**config.mk**
```make
export PLATFORM = sky130hd
export DESIGN_NAME = isp_flash_programmer_sequencer_unit
export DESIGN_NICKNAME = d
export VERILOG_FILES = /design/src/design/ispfp_pkg.sv /design/src/design/ispfp_seq_core.sv /design/src/design/isp_flash_programmer_sequencer_unit.sv
export SDC_FILE = /design/constraint.sdc
export NUM_CORES = 1
export LEC_CHECK = 0
export BUFFER_PORTS_ARGS = -buffer_cell sky130_fd_sc_hd__buf_2
export CAP_MARGIN = 25
export CORE_ASPECT_RATIO = 0.75
export CORE_UTILIZATION = 40
export CTS_CLUSTER_SIZE = 16
export DETAILED_ROUTE_END_ITERATION = 6
export SLEW_MARGIN = 10
export SYNTH_ARGS = -nofsm -noshare
export SYNTH_HDL_FRONTEND = slang
export SYNTH_HIERARCHICAL = 1
export SYNTH_SLANG_ARGS = --single-unit
export TNS_END_PERCENT = 1
```
**constraint.sdc**
```tcl
create_clock -name clk -period 5.2 [get_ports clk]
set_input_delay 0 -clock clk [delete_from_list [all_inputs] [get_ports clk]]
set_output_delay 0 -clock clk [all_outputs]
set_load 0.01 [all_outputs]
```
**src/design/ispfp_pkg.sv**
```systemverilog
// types, codes and frame builder for the serial programmer
package ispfp_pkg;

    localparam int unsigned ADDR_BITS_DEF = 16;
    localparam int unsigned FRAME_BITS    = 32;

    localparam logic [7:0] ENABLE_ECHO  = 8'h69;
    localparam logic [7:0] PROG_ENABLE  = 8'hac;
    localparam logic [7:0] ENABLE_B1    = 8'h53;
    localparam logic [7:0] ENABLE_B3    = 8'h11;
    localparam logic [7:0] ERASE_B1     = 8'h80;
    localparam logic [7:0] ERASE_B2     = 8'h12;
    localparam logic [7:0] ERASE_B3     = 8'h13;
    localparam logic [7:0] READ_INSTR   = 8'h20;
    localparam logic [7:0] WRITE_INSTR  = 8'h40;

    typedef enum logic [2:0] {
        OP_BEGIN = 3'd0,
        OP_ERASE = 3'd1,
        OP_WRITE = 3'd2,
        OP_READ  = 3'd3,
        OP_END   = 3'd4
    } op_t;

    typedef enum logic [1:0] {
        ST_OK          = 2'd0,
        ST_ENABLE_FAIL = 2'd1,
        ST_VERIFY_FAIL = 2'd2
    } status_t;

    typedef enum logic [1:0] {
        PH_IDLE = 2'd0,
        PH_LOW  = 2'd1,
        PH_HIGH = 2'd2
    } phase_t;

    typedef struct packed {
        logic        cmd_valid;
        logic [2:0]  opcode;
        logic [15:0] address;
        logic [7:0]  wr_data;
        logic        miso;
    } item_t;

    typedef struct packed {
        logic        sck;
        logic        mosi;
        logic        target_reset;
        logic        busy;
        logic        done;
        status_t     status;
        logic [7:0]  read_byte;
    } result_t;

    // four instruction bytes, first byte in the top bits
    function automatic logic [31:0] build_frame(op_t op, logic [15:0] addr,
                                                logic [7:0] data);
        logic [31:0] frame;
        begin
            unique case (op)
                OP_BEGIN: frame = {PROG_ENABLE, ENABLE_B1, 8'h00, ENABLE_B3};
                OP_ERASE: frame = {PROG_ENABLE, ERASE_B1, ERASE_B2, ERASE_B3};
                OP_WRITE: frame = {WRITE_INSTR, addr, data};
                default:  frame = {READ_INSTR, addr, 8'h00};
            endcase
            return frame;
        end
    endfunction

endpackage

```
**src/design/ispfp_seq_core.sv**
```systemverilog
// frame sequencer state and the per-tick pin logic
module ispfp_seq_core #(
    parameter int unsigned ADDR_BITS = ispfp_pkg::ADDR_BITS_DEF
) (
    input  logic              clk,
    input  logic              rst_n,
    input  logic              step_en,
    input  ispfp_pkg::item_t  item,
    input  logic [7:0]        half_period,
    output ispfp_pkg::result_t result
);
    import ispfp_pkg::*;

    localparam logic [15:0] ADDR_MASK = 16'((32'd1 << ADDR_BITS) - 32'd1);
    localparam logic [4:0]  BIT_LAST  = 5'(FRAME_BITS - 1);

    phase_t      phase_reg, phase_next;
    logic [4:0]  bit_reg, bit_next;
    logic [31:0] tx_reg, tx_next;
    logic [7:0]  rx_reg, rx_next;
    logic [7:0]  div_reg, div_next;
    op_t         held_reg, held_next;
    logic [7:0]  exp_reg, exp_next;
    logic        rl_reg, rl_next;

    logic        is_idle, start, stop_cmd, half_end, last_bit, sample;
    phase_t      ph_e;
    logic [7:0]  div_e, hp;
    logic [8:0]  div_inc;
    logic [4:0]  bit_e;

    assign is_idle  = (phase_reg == PH_IDLE);
    assign start    = is_idle && item.cmd_valid && (item.opcode <= 3'(OP_READ));
    assign stop_cmd = is_idle && item.cmd_valid && (item.opcode == 3'(OP_END));
    assign ph_e     = start ? PH_LOW : phase_reg;
    assign div_e    = start ? 8'd0 : div_reg;
    assign bit_e    = start ? 5'd0 : bit_reg;
    assign hp       = (half_period == 8'd0) ? 8'd1 : half_period;
    assign div_inc  = {1'b0, div_e} + 9'd1;
    assign half_end = (div_inc >= {1'b0, hp});
    assign last_bit = (bit_e == BIT_LAST);
    assign sample   = (ph_e == PH_HIGH) && half_end;

    // phase sequencing
    always_comb
    begin
        unique case (ph_e)
            PH_LOW:  phase_next = half_end ? PH_HIGH : PH_LOW;
            PH_HIGH: phase_next = half_end ? (last_bit ? PH_IDLE : PH_LOW) : PH_HIGH;
            default: phase_next = PH_IDLE;
        endcase
    end

    // pins, shifters and completion
    always_comb
    begin
        logic [31:0] tx_e;
        op_t         held_e;
        logic [7:0]  exp_e;
        logic        rl_e;
        tx_e   = start ? build_frame(op_t'(item.opcode), item.address & ADDR_MASK,
                                     item.wr_data) : tx_reg;
        held_e = start ? op_t'(item.opcode) : held_reg;
        exp_e  = start ? item.wr_data : exp_reg;
        rl_e   = (start && (item.opcode == 3'(OP_BEGIN))) ? 1'b1 :
                 (stop_cmd ? 1'b0 : rl_reg);

        rx_next   = sample ? {rx_reg[6:0], item.miso} : rx_reg;
        tx_next   = tx_e;
        div_next  = div_e;
        bit_next  = bit_e;
        held_next = held_e;
        exp_next  = exp_e;
        rl_next   = rl_e;

        result.busy   = (ph_e != PH_IDLE);
        result.done   = stop_cmd;
        result.status = ST_OK;

        if (ph_e != PH_IDLE)
        begin
            result.sck  = (ph_e == PH_HIGH);
            result.mosi = tx_e[31];
            div_next    = half_end ? 8'd0 : div_inc[7:0];
            if (sample)
            begin
                tx_next = {tx_e[30:0], 1'b0};
                if (last_bit)
                begin
                    bit_next    = 5'd0;
                    result.done = 1'b1;
                    if (held_e == OP_BEGIN && rx_next != ENABLE_ECHO)
                    begin
                        result.status = ST_ENABLE_FAIL;
                        rl_next       = 1'b0;
                    end
                    else if (held_e == OP_READ && rx_next != exp_e)
                    begin
                        result.status = ST_VERIFY_FAIL;
                        rl_next       = 1'b0;
                    end
                end
                else
                begin
                    bit_next = bit_e + 5'd1;
                end
            end
        end
        else
        begin
            result.sck  = ~rl_e;
            result.mosi = ~rl_e;
        end

        result.target_reset = rl_next;
        result.read_byte    = rx_next;
    end

    always_ff @(posedge clk or negedge rst_n)
    begin
        if (!rst_n)
        begin
            phase_reg <= PH_IDLE;
            bit_reg   <= 5'd0;
            tx_reg    <= 32'd0;
            rx_reg    <= 8'd0;
            div_reg   <= 8'd0;
            held_reg  <= OP_BEGIN;
            exp_reg   <= 8'd0;
            rl_reg    <= 1'b0;
        end
        else if (step_en)
        begin
            phase_reg <= phase_next;
            bit_reg   <= bit_next;
            tx_reg    <= tx_next;
            rx_reg    <= rx_next;
            div_reg   <= div_next;
            held_reg  <= held_next;
            exp_reg   <= exp_next;
            rl_reg    <= rl_next;
        end
    end

endmodule

```
**src/design/isp_flash_programmer_sequencer_unit.sv**
```systemverilog
// top level of the serial in-system flash programmer sequencer
//
// each input word is one tick of the pin sequencer: an optional command
// (begin, chip erase, write byte, read verify, end) and the sampled miso
// level. every input word yields exactly one result word with the sck,
// mosi and target reset pin levels, busy, done, status and the receive byte
// input channel: in_valid / in_stall, word taken when valid and not stall
// result channel: out_valid / out_stall, word taken likewise
// config channel: cfg_valid / cfg_ready carrying half_period_ticks; ready is
// always high, write only while no words are in flight
// the path is an input register, then the tick logic feeding the result
// register. one word per cycle is sustained while the result channel does
// not stall; the only loop is the sequencer state fed back through the tick logic
// a stalled result holds in the result register while one more input word
// waits in the input register; in_stall rises only when both are full
// reset clears the valid flags of both registers, releases the target (reset
// pin low, idle pins high) and sets the half period to one tick
module isp_flash_programmer_sequencer_unit #(
    parameter int unsigned ADDR_BITS = ispfp_pkg::ADDR_BITS_DEF
) (
    input  logic        clk,
    input  logic        rst_n,
    // tick input
    input  logic        in_valid,
    output logic        in_stall,
    input  logic        cmd_valid,
    input  logic [2:0]  opcode,
    input  logic [15:0] address,
    input  logic [7:0]  wr_data,
    input  logic        miso,
    // result output
    output logic        out_valid,
    input  logic        out_stall,
    output logic        sck,
    output logic        mosi,
    output logic        target_reset,
    output logic        busy_res,
    output logic        done_res,
    output logic [1:0]  status,
    output logic [7:0]  read_byte,
    // configuration
    input  logic        cfg_valid,
    output logic        cfg_ready,
    input  logic [7:0]  cfg_data
);
    import ispfp_pkg::*;

    logic    in_vld_reg, in_vld_next;
    item_t   in_item_reg;
    logic    out_vld_reg, out_vld_next;
    result_t out_res_reg, step_res;
    logic [7:0] half_reg;
    logic    advance, accept, step_en;

    // result register free or draining this cycle
    assign advance  = ~out_vld_reg | ~out_stall;
    assign in_stall = in_vld_reg & ~advance;
    assign accept   = in_valid & ~in_stall;
    assign step_en  = in_vld_reg & advance;

    assign cfg_ready = 1'b1;

    always_comb
    begin
        in_vld_next  = accept ? 1'b1 : (advance ? 1'b0 : in_vld_reg);
        out_vld_next = advance ? in_vld_reg : out_vld_reg;
    end

    ispfp_seq_core #(
        .ADDR_BITS (ADDR_BITS)
    ) u_core (
        .clk         (clk),
        .rst_n       (rst_n),
        .step_en     (step_en),
        .item        (in_item_reg),
        .half_period (half_reg),
        .result      (step_res)
    );

    // handshake and configuration state
    always_ff @(posedge clk or negedge rst_n)
    begin
        if (!rst_n)
        begin
            in_vld_reg  <= 1'b0;
            out_vld_reg <= 1'b0;
            half_reg    <= 8'd1;
        end
        else
        begin
            in_vld_reg  <= in_vld_next;
            out_vld_reg <= out_vld_next;
            if (cfg_valid && cfg_ready)
            begin
                half_reg <= cfg_data;
            end
        end
    end

    // payload registers
    always_ff @(posedge clk)
    begin
        if (accept)
        begin
            in_item_reg <= '{cmd_valid: cmd_valid, opcode: opcode, address: address,
                             wr_data: wr_data, miso: miso};
        end
        if (step_en)
        begin
            out_res_reg <= step_res;
        end
    end

    assign out_valid    = out_vld_reg;
    assign sck          = out_res_reg.sck;
    assign mosi         = out_res_reg.mosi;
    assign target_reset = out_res_reg.target_reset;
    assign busy_res     = out_res_reg.busy;
    assign done_res     = out_res_reg.done;
    assign status       = out_res_reg.status;
    assign read_byte    = out_res_reg.read_byte;

endmodule

```
==> flow_summary.yaml <==
yosys:
  synth_simple_gate_area_share_pct: 13.6
  syn_area_um2: 6110
  synth_compound_gate_area_share_pct: 13.3
  yosysUniqueCellTypes: 63
  synth_adder_area_share_pct: 2.05
  netlist_top_cells_area: "sky130_fd_sc_hd__dfrtp_1, sky130_fd_sc_hd__edfxtp_1, sky130_fd_sc_hd__mux2_2"
  synth_commonest_cells: "sky130_fd_sc_hd__nand2_1, sky130_fd_sc_hd__dfrtp_1, sky130_fd_sc_hd__edfxtp_1"
  synthMostInstantiatedCell: "sky130_fd_sc_hd__nand2_1"
  synth-seq-area-share_pct: 53.2
  synth_cells: 580
  synth_top_family_by_area: "simple AND/OR/NAND/NOR gates"
  ys_ff_latch: 121
  synth_edf_count: 44
  synth_area_per_cell_um2: 10.5
  post_synth_mux_area_share_pct: 11.2
  asyncSetResetFlopFracSynth_pct: 63.6
  synth_largest_area_cell: "sky130_fd_sc_hd__dfrtp_1"
  post_synth_xor_area_fraction_pct: 2.44
  yosysWarningCount: 6
  synthFlopType: "sky130_fd_sc_hd__dfrtp_1"
  synthDominantCellAreaShare_pct: 31.1
  synth_fp_nets: 632
global_routing:
  antenna_violations_before_repair: 0
  grt_first_pass_wirelength_mm: 23.9
  gr-total-overflow: 0
  number_of_global_route_vias_before_repair: 4707
  gr-usage-all-layers_pct: 20.0
  largest_net_degree_at_the_start_of_global_routing: 78
drt:
  routed_wl_mm: 14.2
  met3RoutedLength_um: 648
  route.antenna.remaining_nets: 0
  detailedRoute.firstIterationViolations: 326
  drt_drc_violations_left: 0
  route.detailed.vias_per_inst: 5.32
  route.top_layer_used: "met4"
  met1Wirelength_mm: 6.79
  drt-pass1-iter-count: 5
  dr_total_vias: 4688
  met2_length_mm: 6.56
  wire_per_inst_um: 16.1
worst_setup_path:
  critical_path_peak_fanout: 47
  setup.reg_to_reg.worst_slack_ps: 1380
  worst-endpoint-required_ps: 5510
  worst-r2r-cell-count: 12
  startpoint_type: "flip-flop"
  critPathKind: "reg -> reg"
  worst_setup_path_end_kind: "flip-flop"
  cp.arrival_ps: 4140
power_and_ir_drop:
  cellLeakagePower_nw: 3.33
  totalPowerFinal_w: 0.00327
  power.density_nw_per_um2: 428
  ir_drop_mv: 0.212
cells_and_area:
  finish.utilization_pct: 52.0
  diodes: 0
  fin_cells: 881
  post_layout_nets: 720
  largest_register_ff_count: 32
  final_layout_size_suffix_gt1_share_pct: 20.4
  area_growth_pct: 25.2
clock_tree:
  clock-sinks: 121
  cts.repair.resized: 0
  clock-root-buffer: "sky130_fd_sc_hd__clkbuf_16"
  insertion_delay_ps: 410
  clkSlewWorstSetupHoldPaths_ps: 60
  numCtsBuffers: 17
  tritoncts: "done"
  cts.repair_timing.setup_buffer_count: 0
  clock_tree.buffer_depth: 2
  htreeDepth: 4
die:
  die_area_um2: 15800
  floorplan.die.width_um: 145
  floorplan.initialDensity_pct: 41.6
  die_height_um: 109
  core_um2: 14700
  std_cell_rows: 38
  design.portCount: 60
timing:
  holdWs_ps: 14.7
  fin_crit_ps: 3820
  timing.final.crit_share_pct: 73.5
  final_worst_clock_skew_ps: 5.27
  timing.final.max_slew_violations: 0
  max_clock_freq_ghz: 0.262
  setup_viol: 0
  unrepaired_setup_endpoints_after_global_routing: "false"
  setup-tns-final_ps: 0
  report.final.hold_viol_count: 0
  timing.max_slew.rel_slack_pct: 42.9
  worst-slew-pin-transition_ps: 856
placement:
  routability_cong: 0.851
  io_buffer_count: 58
  dp_hpwl_mm: 8.97
  post-place-cells: 806
job:
  drv_cap: 0
run_status:
  run_status: "finished, final reports clean"
worst_hold_path:
  timing.hold.worst.class: "in -> async"
==> through the flow <==
step	instance area (um^2)	worst slack [ps]
2_1_floorplan	6110	1390
3_3_place_gp	6550	1250
3_5_place_dp	6550	1040
4_1_cts	7610	1000
5_1_grt	7650	1060
6_report	7650	1380
==> report_power, final <==
part           internal (W)  switching [W]
logic              0.000311       0.000367
clock network      0.000891       0.000424
registers           0.00116       0.000117
total               0.00236       0.000908
==> cells by family (layout without fill, tap and decap cells) <==
family,Yosys count,in the layout
other,1,1
multiplexers,60,60
buffers and inverters,60,161
AND/OR/NAND/NOR,181,181
XOR/XNOR,17,17
flip-flops,121,121
AO/OA/AOI/OAI,130,130
adder cells (fa/ha/maj),10,10
==> path summary, 6_finish.rpt <==
kind	start	end
max in group asynchronous	rst_n	half_reg[0]
worst max-delay path	u_core/phase_reg[1]	u_core/bit_reg[3]
worst min register to register	u_core/tx_reg[26]	u_core/tx_reg[26]
worst max register to register	u_core/phase_reg[1]	u_core/bit_reg[3]
worst min-delay path	rst_n	half_reg[6]
min in group clk	cfg_valid	half_reg[6]
==> worst max-delay path: stages, from the launching register on <==
cell	delay [ps]
sky130_fd_sc_hd__dfrtp_1	460
sky130_fd_sc_hd__nor4b_2	440
sky130_fd_sc_hd__buf_4	250
sky130_fd_sc_hd__nor2_1	80
sky130_fd_sc_hd__ha_1	320
sky130_fd_sc_hd__o211ai_1	100
sky130_fd_sc_hd__a21oi_1	130
sky130_fd_sc_hd__o221ai_1	270
sky130_fd_sc_hd__a21oi_4	510
sky130_fd_sc_hd__buf_4	550
sky130_fd_sc_hd__nand3_1	220
sky130_fd_sc_hd__a2bb2oi_1	200
sky130_fd_sc_hd__o21ai_0	190
==> final cells by class <==
cell class                      instances  area [um^2]
Clock buffer                           17          425
Inverter                               23         86.3
Multi-Input combinational cell        399         2630
Timing Repair Buffer                  106          776
Fill cell                            1255         7050
Tap cell                              200          250
Sequential cell                       121         3250
Clock inverter                         15          229
==> metal layers <==
layer	vias up	track usage [%]
met5	-	0
met4	0	8.12
met3	21	3.91
met2	136	30.9
met1	2289	27.5
li1	2242	-
==> placed cells by master (no fill, tap or decap), types with 5 or more instances in the layout <==
cell | netlist | final
sky130_fd_sc_hd__and3_1 | 11 | 11
sky130_fd_sc_hd__clkbuf_16 | 0 | 17
sky130_fd_sc_hd__mux2_4 | 9 | 9
sky130_fd_sc_hd__buf_4 | 2 | 7
sky130_fd_sc_hd__mux2_2 | 31 | 31
sky130_fd_sc_hd__mux2i_1 | 20 | 20
sky130_fd_sc_hd__clkinv_1 | 1 | 5
sky130_fd_sc_hd__ha_1 | 10 | 10
sky130_fd_sc_hd__nor2_1 | 42 | 42
sky130_fd_sc_hd__a21oi_1 | 41 | 41
sky130_fd_sc_hd__inv_1 | 22 | 22
sky130_fd_sc_hd__bufinv_16 | 0 | 6
sky130_fd_sc_hd__dlygate4sd3_1 | 0 | 41
sky130_fd_sc_hd__xor2_1 | 11 | 11
sky130_fd_sc_hd__xnor2_1 | 6 | 6
sky130_fd_sc_hd__o21ai_0 | 43 | 43
sky130_fd_sc_hd__buf_2 | 10 | 57
sky130_fd_sc_hd__edfxtp_1 | 44 | 44
sky130_fd_sc_hd__nand2_1 | 78 | 78
sky130_fd_sc_hd__nand4_1 | 6 | 6
sky130_fd_sc_hd__nand3_1 | 15 | 15
sky130_fd_sc_hd__dfrtp_1 | 76 | 76
sky130_fd_sc_hd__and2_1 | 7 | 7
==> repair_timing <==
action	in CTS	in global routing
endpoints found under the setup margin	0	0
hold buffers	41	0
hold endpoints to repair	115	0
No activity file was read; power rests on OpenSTA's default activity.
